$ cat src/design/idd_pkg.sv
// package for the incremental deadlock detector
// holds field widths, parameter defaults, controller state and command/status types
// no dependencies
package idd_pkg;

    // default graph size
    localparam int DEF_MAX_PROCESSES = 32;
    localparam int DEF_MAX_RESOURCES = 32;

    // payload field widths
    localparam int PID_W     = 5;
    localparam int RID_W     = 5;
    localparam int BLOCKED_W = 32;
    localparam int EDGE_NUM_W = 16;

    // edge command codes
    localparam logic CMD_REQUEST = 1'b0;
    localparam logic CMD_ASSIGN  = 1'b1;

    // controller states
    typedef enum logic [1:0] {
        ST_IDLE,
        ST_SWEEP_P,
        ST_SWEEP_R,
        ST_EMIT
    } t_idd_state;

    // controller to datapath
    typedef struct packed {
        logic load_edge;
        logic step_p;
        logic step_r;
        logic emit;
    } t_idd_cmd;

    // datapath to controller
    typedef struct packed {
        logic stable;
        logic out_free;
    } t_idd_status;

endpackage

$ cat src/design/idd_controller.sv
// sequencer of the deadlock detector: edge load, alternating sweeps, result hand-off
// depends on idd_pkg for state, command and status types
module idd_controller import idd_pkg::*; (
    input  logic        i_clk,
    input  logic        i_rst_n,
    input  logic        i_in_valid,
    input  t_idd_status i_status,
    output logic        o_in_ready,
    output t_idd_cmd    o_cmd
);

    t_idd_state r_state;
    t_idd_state n_state;

    // state register
    always_ff @(posedge i_clk) begin
        if (!i_rst_n) begin
            r_state <= ST_IDLE;
        end else begin
            r_state <= n_state;
        end
    end

    // next state and commands
    always_comb begin
        n_state    = r_state;
        o_in_ready = 1'b0;
        o_cmd      = '0;
        unique case (r_state)
            ST_IDLE: begin
                o_in_ready = 1'b1;
                if (i_in_valid) begin
                    o_cmd.load_edge = 1'b1;
                    n_state         = ST_SWEEP_P;
                end
            end
            ST_SWEEP_P: begin
                o_cmd.step_p = 1'b1;
                n_state      = ST_SWEEP_R;
            end
            ST_SWEEP_R: begin
                o_cmd.step_r = 1'b1;
                // a full pass without change means the fixpoint is reached
                if (i_status.stable) begin
                    n_state = ST_EMIT;
                end else begin
                    n_state = ST_SWEEP_P;
                end
            end
            ST_EMIT: begin
                if (i_status.out_free) begin
                    o_cmd.emit = 1'b1;
                    n_state    = ST_IDLE;
                end
            end
            default: begin
                n_state = ST_IDLE;
            end
        endcase
    end

endmodule

$ cat config.mk
export PLATFORM = sky130hd
export DESIGN_NAME = idd_controller
export DESIGN_NICKNAME = d
export VERILOG_FILES = /design/src/design/idd_pkg.sv /design/src/design/idd_controller.sv
export SDC_FILE = /design/constraint.sdc
export NUM_CORES = 1
export LEC_CHECK = 0
export ABC_AREA = 1
export BUFFER_PORTS_ARGS = -buffer_cell sky130_fd_sc_hd__buf_2
export CORE_AREA = 2 2 39 41
export CTS_CLUSTER_DIAMETER = 150
export CTS_CLUSTER_SIZE = 20
export DETAILED_ROUTE_END_ITERATION = 6
export DIE_AREA = 0 0 41 43
export GPL_TIMING_DRIVEN = 1
export PLACE_DENSITY = 0.3
export SYNTH_ARGS = -nofsm -noshare
export SYNTH_HDL_FRONTEND = slang
export SYNTH_SLANG_ARGS = --single-unit
$ cat constraint.sdc
create_clock -name i_clk -period 0.8 [get_ports i_clk]
set_clock_uncertainty 0.05 [all_clocks]
set_input_delay 0.08 -clock i_clk [delete_from_list [all_inputs] [get_ports i_clk]]
set_output_delay 0.08 -clock i_clk [all_outputs]
set_load 0.02 [all_outputs]
==> results.toml, run 1 <==
[power]
peakVddDrop_uv = 387
power_density_nw_per_um2 = 1660
leakagePower_nw = 0.146

[drt]
drt_first_pass_iters = 1
route.detailed.drc = 0
viasPerCell = 3.18
finalWirelength_um = 383
vias = 159
drt_iter0_drc = 0
routedWlPerCell_um = 7.66
ant_nets = 0

[clocking]
clock_sinks = 2
ctsRootBufferMaster = "clkbuf_4"
htreeDepth = 1
clk_pin_slew_ps = 30
postCtsHoldBufs = 0
cts_tree = "built"
clkLatencyLatePin_ps = 220
clock_path_buffers = 2
cts_buffers = 3

[synth]
synth.distinct_cells = 9
yosysSeqAreaShare_pct = 33.7
yosys_warnings = 0
ys_ff_latch = 2
syn_avg_cell_area_um2 = 6.26
synth_area_um2 = 119
synth_nets = 24
syn_inst = 19

[job]
maxCapViolCount = 0

[setup_path]
max_stage_delay_ps = 320
crit_arrival_ps = 890
start_kind = "flip-flop"
worst_path_max_delay_cell = "dfxtp_2"
critPathRequiredTime_ps = 670
cp-end-kind = "output port"
worstPathMaxFanout = 4
worstSetupPathType = "reg2out"
r2r_cells = 6
path_cells = "inv_4, nand2_4, nor2_4, buf_6"

[layout]
final_cells = 50
seqCellArea_um2 = 45.0
diodes = 0
post-route-util_pct = 21.2
area_growth_pct = 146
largest_register = "r_state"
drive_above_1_share_pct = 79.4
reg_top3 = "r_state: 2 flops"
largest_reg_flops = 2
multi_input_area_um2 = 86.3
finalInstanceArea_um2 = 293
nNetsFinal = 41
nFillCells = 163

[grt]
grt_usage_pct = 6.31
grt-ovfl-total = 0
grt_pass1_wl_um = 683
antenna_found_initial = 0
grt_pass1_vias = 185
grt_max_degree = 5

[sta]
worstMarginPinSlew_ps = 95.2
fin_ws_ps = -225
hold_violations = 0
period_share_pct = 128
slew_viol_final = 0
slew_headroom_pct = 93.6
setup_viol = 7
tns_ps = -1230
rsz0062_at_grt = "yes"
fmax_mhz = 976
fin_crit_ps = 1020

[floorplan]
start_util_pct = 8.59
die_area_um2 = 1760
dieWidth_um = 41
core_area_um2 = 1380
fp.dieH_um = 43
rows = 14
ios = 10

[place]
dp_cells = 44
gp_congestion = 0.604
port-buffer-count = 9
placed_area_um2 = 191
dp_slack_ps = -58.3

[min_path]
min_path_type = "in2reg"
hold_depth = 3

[run_status]
status = "finished, violations left"
failed_checks = "setup timing"
[synth_stat cells, drive strengths merged]
library cell  number  share of area (%)
nand3              1                8.4
nand2              5                 18
a21oi              1                4.2
nor2               5                 20
dfxtp              2                 34
inv                5                 16
[report_power, final]
part | internal (mW) | leakage, nW | switching (mW)
clock network | 0.165 | 0.0138 | 0.0558
registers | 0.108 | 0.0175 | 0.00818
logic | 0.0708 | 0.114 | 0.0782
total | 0.344 | 0.146 | 0.142
[what timing repair did]
| action | in CTS | in global routing |
|---|---|---|
| gates resized for setup | 15 | 4 |
| hold endpoints to repair | 0 | 0 |
| buffers inserted | 2 | 1 |
| pin swaps | 3 | 2 |
| setup endpoints to repair | 5 | 7 |
| gates cloned | 0 | 0 |
[routing by layer]
layer  global-route usage [%]  up-vias  routed length (um)
li1                         -       85                   -
met1                     7.01       65                 157
met2                     8.13        9                 173
met3                     1.57        0                  52
met4                     8.00        0                   0
met5                        0        -                   0
[cells in the final DEF (no fill, tap or decap)]
| cell | n |
|---|---|
| a21oi_2 | 1 |
| buf_2 | 4 |
| buf_4 | 4 |
| buf_6 | 4 |
| clkbuf_4 | 3 |
| dfxtp_2 | 1 |
| dfxtp_4 | 1 |
| inv_1 | 3 |
| inv_4 | 2 |
| nand2_1 | 2 |
| nand2_2 | 2 |
| nand2_4 | 1 |
| nand3_2 | 1 |
| nor2_1 | 2 |
| nor2_2 | 1 |
| nor2_4 | 2 |
[metrics by stage]
step	hold slack (ps)	power, mW
after CTS	37.6	0.494
after global placement	290	0.213
after floorplan	155	0.178
after detailed placement	287	0.212
final	48.4	0.486
after global routing	59.4	0.524
[cell type report]
cell class | instances | area share (%)
Clock buffer | 3 | 7.69
Inverter | 5 | 8.12
Multi-Input combinational cell | 12 | 29.5
Sequential cell | 2 | 15.4
Tap cell | 16 | 6.84
Timing Repair Buffer | 12 | 32.5
[cells by family (layout without fill, tap and decap cells)]
group,count (synthesis),count (layout),synth area share [%]
AND/OR/NAND/NOR,11,11,46.3
flip-flops,2,2,33.7
buffers and inverters,5,20,15.8
AO/OA/AOI/OAI,1,1,4.21
[worst max-delay path: cells and delay by family (launching register included)]
kind / cells / cell delay, ps
buffers and inverters: 2 / 210
DFF: 1 / 320
and+or+nand+nor: 2 / 150
[worst paths after layout]
check / endpoint / slack, ps / from
worst max register to register: r_state[1] / -120 / r_state[0]
worst min-delay path: r_state[1] / 50 / i_rst_n
worst min register to register: r_state[0] / 450 / r_state[1]
worst max-delay path: o_cmd[3] / -220 / r_state[1]
Power figures use the tool's default switching activity.
==> run 2, diff against run 1 <==
--- a/config.mk
+++ b/config.mk
@@ -7,13 +7,15 @@
 export LEC_CHECK = 0
 export ABC_AREA = 1
 export BUFFER_PORTS_ARGS = -buffer_cell sky130_fd_sc_hd__buf_2
+export CELL_PAD_IN_SITES_DETAIL_PLACEMENT = 1
+export CELL_PAD_IN_SITES_GLOBAL_PLACEMENT = 2
 export CORE_AREA = 2 2 39 41
 export CTS_CLUSTER_DIAMETER = 150
 export CTS_CLUSTER_SIZE = 20
 export DETAILED_ROUTE_END_ITERATION = 6
 export DIE_AREA = 0 0 41 43
 export GPL_TIMING_DRIVEN = 1
-export PLACE_DENSITY = 0.3
+export PLACE_DENSITY = 0.46
 export SYNTH_ARGS = -nofsm -noshare
 export SYNTH_HDL_FRONTEND = slang
 export SYNTH_SLANG_ARGS = --single-unit
==> constraint.sdc (replaced) <==
create_clock -name i_clk -period 0.8 [get_ports i_clk]
set_clock_uncertainty 0.05 [all_clocks]
set_input_delay 0.08 -clock i_clk [delete_from_list [all_inputs] [get_ports i_clk]]
set_output_delay 0.08 -clock i_clk [all_outputs]
set_load 0.005 [all_outputs]
==> run 2 against run 1 <==
  * The flow still finishes with violations (setup timing)
  * Core utilization shrank 2.0 points
  * Power decreased by 7.8%
  * Final cell count rose by 2.0%
  * Hold slack about the same
  * Combinational power shrank 32%
  * First-iteration DRC count did not move
  * Critical path type unchanged
  * Critical endpoint unchanged
  * Worst setup slack better by 17 ps
  * Design area decreased by 9.4%
  * Via count increased by 13%
  * Sequential power about the same
==> results.toml, run 2 (synthesis results as in run 1) <==
[layout]
reg_top3 = "r_state: 2 flops"
largest_register = "r_state"
final_cells = 51
diodes = 0
nNetsFinal = 42
layout.cells.most_common_list = "buf_2, buf_4, nand2_2, nor2_2, clkbuf_4"
largest_reg_flops = 2
final_common_cell = "buf_2"
drive_above_1_share_pct = 85.7
nFillCells = 186
post-route-util_pct = 19.2
finalInstanceArea_um2 = 265
area_growth_pct = 123

[sta]
whs_ps = 48.5
rsz0062_at_grt = "yes"
fmax_mhz = 993
hold_violations = 0
period_share_pct = 126
worstMarginPinSlew_ps = 95.8
fin_ws_ps = -207
slew_headroom_pct = 93.6
setup_viol = 7
tns_ps = -997
fin_crit_ps = 1010
slew_viol_final = 0

[setup_path]
start_kind = "flip-flop"
crit_arrival_ps = 880
worstSetupPathType = "reg2out"
cp-end-kind = "output port"
critPathRequiredTime_ps = 670
worstPathMaxFanout = 3

[place]
port-buffer-count = 9
gp_congestion = 0.591
dp_slack_ps = -35.6
placed_area_um2 = 184
dp_cells = 44
place_hpwl_um = 302

[floorplan]
die_area_um2 = 1760
core_area_um2 = 1380
ios = 10
start_util_pct = 8.59
dieWidth_um = 41
fp.dieH_um = 43
rows = 14

[drt]
viasPerCell = 3.51
route.detailed.drc = 0
routedWlPerCell_um = 8.94
finalWirelength_um = 456
drt_first_pass_iters = 1
ant_nets = 0
drt_iter0_drc = 0
vias = 179

[power]
power_density_nw_per_um2 = 1690
peakVddDrop_uv = 338
leakagePower_nw = 0.140
power_uw = 449

[clocking]
ctsRootBufferMaster = "clkbuf_4"
cts_tree = "built"
cts_buffers = 3
clock_path_buffers = 2
clk_pin_slew_ps = 30
clock_sinks = 2
htreeDepth = 1
clkLatencyLatePin_ps = 230

[grt]
grt_pass1_vias = 176
grt_usage_pct = 6.61
antenna_found_initial = 0
grt-ovfl-total = 0
grt_pass1_wl_um = 717
grt_max_degree = 5

[run_status]
status = "finished, violations left"
failed_checks = "setup timing"

[job]
maxCapViolCount = 0

[min_path]
min_path_type = "in2reg"
[run 2: changes by cell type in the layout (fill, tap and decap cells not counted), sizes merged]
cell  delta
buf      +1
[run 2: final timing paths]
| kind | startpoint | endpoint | slack (ps) | cells after the start |
|---|---|---|---|---|
| setup / recovery | r_state[0] | o_cmd[3] | -210 | 4 |
| hold / removal | i_in_valid | r_state[0] | 50 | 3 |
| setup reg to reg | r_state[1] | r_state[1] | -100 | 5 |
| hold reg to reg | r_state[0] | r_state[0] | 510 | 3 |
[run 2: what timing repair did]
action                                 CTS  global route
gates resized for setup                  5             7
hold buffers                             0             0
setup buffers                            3             2
gates cloned                             0             0
pin swaps                                4             2
endpoints found under the hold margin    0             0
setup endpoints to repair                5             7
[run 2: power by group]
part	total, mW	switching [mW]	internal (mW)
logic	0.102	0.0528	0.0495
clock network	0.229	0.0633	0.166
registers	0.117	0.00899	0.108
[run 2: cell type report]
| type | instances | area, um^2 | share of cell area [%] |
|---|---|---|---|
| repair buffers | 13 | 75.1 | 28.3 |
| flip-flops and latches | 2 | 45.0 | 17.0 |
| clock buffers | 3 | 22.5 | 8.49 |
| inverters | 5 | 23.8 | 8.96 |
| multi-input cells | 12 | 78.8 | 29.7 |
| well taps | 16 | 20.0 | 7.55 |
[run 2: critical path, stage by stage (launching register included)]
cell,delay (ps)
dfxtp_4,350
inv_4,70
nand2_4,60
nor2_2,70
buf_2,110
[run 2: metal layers]
| layer | vias up | part of all wire [%] | global-route usage (%) |
|---|---|---|---|
| met1 | 79 | 46 | 7.96 |
| met2 | 12 | 40 | 7.19 |
| met4 | 0 | 2.4 | 6.00 |
| met5 | - | 0 | 0 |
| li1 | 86 | - | - |
| met3 | 2 | 12 | 4.71 |
==> run 3, diff against run 2 <==
==> constraint.sdc (replaced) <==
create_clock -name i_clk -period 0.8 [get_ports i_clk]
set_clock_uncertainty 0.05 [all_clocks]
set_input_delay 0.16 -clock i_clk [delete_from_list [all_inputs] [get_ports i_clk]]
set_output_delay 0.16 -clock i_clk [all_outputs]
set_load 0.005 [all_outputs]
==> run 3 against run 2 <==
  * The run still ends with setup timing left
  * Power rose by 3.3%
  * Clock power down 2%
  * Combinational power increased by 20%
  * Core utilization up 2.5 points
  * Critical path depth is the same
  * First-iteration DRC count rose by 1
  * Maximum frequency fell by 8.1%
  * Hold slack better by 94 ps
  * Register-to-register slack gained 20 ps
  * Critical path type unchanged
  * Critical endpoint unchanged
==> results.toml, run 3 (synthesis results as in run 1) <==
[clocking]
cts_buffers = 3
postCtsHoldBufs = 0
cts_tree = "built"
clkLatencyLatePin_ps = 220
clk_pin_slew_ps = 30
htreeDepth = 1
clock_sinks = 2
clock_path_buffers = 2
ctsRootBufferMaster = "clkbuf_4"

[sta]
rsz0062_at_grt = "yes"
period_share_pct = 137
fmax_mhz = 912
slew_viol_final = 0
fin_crit_ps = 1100
setup_viol = 7
slew_headroom_pct = 94.1
worstMarginPinSlew_ps = 88.6
hold_violations = 0
fin_ws_ps = -296

[place]
placed_area_um2 = 199
port-buffer-count = 9
dp_slack_ps = -90.0
gp_congestion = 0.589
dp_cells = 46
place_hpwl_um = 324

[layout]
nNetsFinal = 44
area_growth_pct = 153
final_common_cell = "buf_2"
nFillCells = 179
diodes = 0
largest_register = "r_state"
largest_reg_flops = 2
layout.cells.most_common_list = "buf_2, buf_4, nor2_1, nand2_4, clkbuf_4"
finalInstanceArea_um2 = 300
drive_above_1_share_pct = 83.8
reg_top3 = "r_state: 2 flops"
final_cells = 53

[setup_path]
worst_path_max_delay_cell = "dfxtp_4"
max_stage_delay_ps = 350
crit_arrival_ps = 890
crit_family = "flip-flops"
start_kind = "flip-flop"
r2r_cells = 5
path_cells = "inv_4, nand2_4, nor2_1, buf_2"
critPathRequiredTime_ps = 590
worstPathMaxFanout = 3
r2r_slack_ps = -80
r2r-start = "r_state[0]"
cp-end-kind = "output port"
reg2reg_to = "r_state[1]"
worstSetupPathType = "reg2out"
worst-path-buf-inv = 2

[drt]
drt_first_pass_iters = 3
vias = 184
route.detailed.drc = 0
drt_iter0_drc = 1
ant_nets = 0
viasPerCell = 3.47
finalWirelength_um = 477
routedWlPerCell_um = 9.00

[floorplan]
die_area_um2 = 1760
fp.dieH_um = 43
core_area_um2 = 1380
ios = 10
dieWidth_um = 41
rows = 14
start_util_pct = 8.59

[job]
maxCapViolCount = 0

[min_path]
hold_depth = 3
worstHoldStart = "i_rst_n"
min_path_type = "in2reg"
holdPathEnd = "r_state[0]"

[run_status]
status = "finished, violations left"
failed_checks = "setup timing"

[grt]
grt_pass1_wl_um = 828
grt-ovfl-total = 0
grt_pass1_vias = 181
grt_usage_pct = 7.20
antenna_found_initial = 0
grt_max_degree = 5

[power]
leakagePower_nw = 0.161
peakVddDrop_uv = 391
power_density_nw_per_um2 = 1540
run 3: layer usage:
layer | GRT usage, % | vias to the layer above | routed length, um
met5 | 0 | - | 0
met4 | 2.00 | 0 | 0
met3 | 4.71 | 0 | 55
met2 | 10.0 | 10 | 220
met1 | 8.89 | 83 | 201
li1 | - | 91 | -
run 3: repair_timing:
action / 4_1_cts / 5_1_grt
setup buffers: 5 / 2
gates resized for setup: 6 / 11
pin swaps: 3 / 2
endpoints found under the setup margin: 7 / 7
run 3: worst max-delay path by stage:
stage,start,endpoint,slack (ps),depth (start not counted)
after floorplan,r_state[1],o_cmd[3],50,3
after global routing,r_state[0],o_cmd[3],-350,4
final,r_state[0],o_cmd[3],-300,4
after detailed placement,r_state[1],o_cmd[3],-90,4
after CTS,r_state[1],o_cmd[3],-310,4
after global placement,r_state[0],o_cmd[0],-70,3
run 3: tightest hold or removal path, cell delays in order:
cell and delay (ps):
buf_2 130, nand2_4 60, a21oi_2 30
run 3: where the power goes:
group | internal (mW) | leakage [nW] | switching, mW
combinational | 0.0628 | 0.130 | 0.0592
clock | 0.166 | 0.0138 | 0.0579
sequential | 0.108 | 0.0175 | 0.00988
run 3: cell type report:
class                      instances  area, um^2  share of cell area [%]
clock buffer                       3        22.5                    7.50
inverter                           5        23.8                    7.92
multi-input combinational         12        91.3                    30.4
sequential                         2        45.0                    15.0
tap                               16        20.0                    6.67
timing repair buffer              15        97.6                    32.5
run 3: stage by stage:
| step | hold slack (ps) | util [%] | TNS, ps | power (mW) |
|---|---|---|---|---|
| floorplan | 233 | - | 0 | 0.152 |
| global placement | 368 | 14.4 | -228 | 0.190 |
| detailed placement | 374 | 14.4 | -348 | 0.193 |
| CTS | 136 | 19.3 | -1490 | 0.446 |
| global route | 148 | 21.7 | -1740 | 0.501 |
| finish | 142 | 21.7 | -1370 | 0.464 |
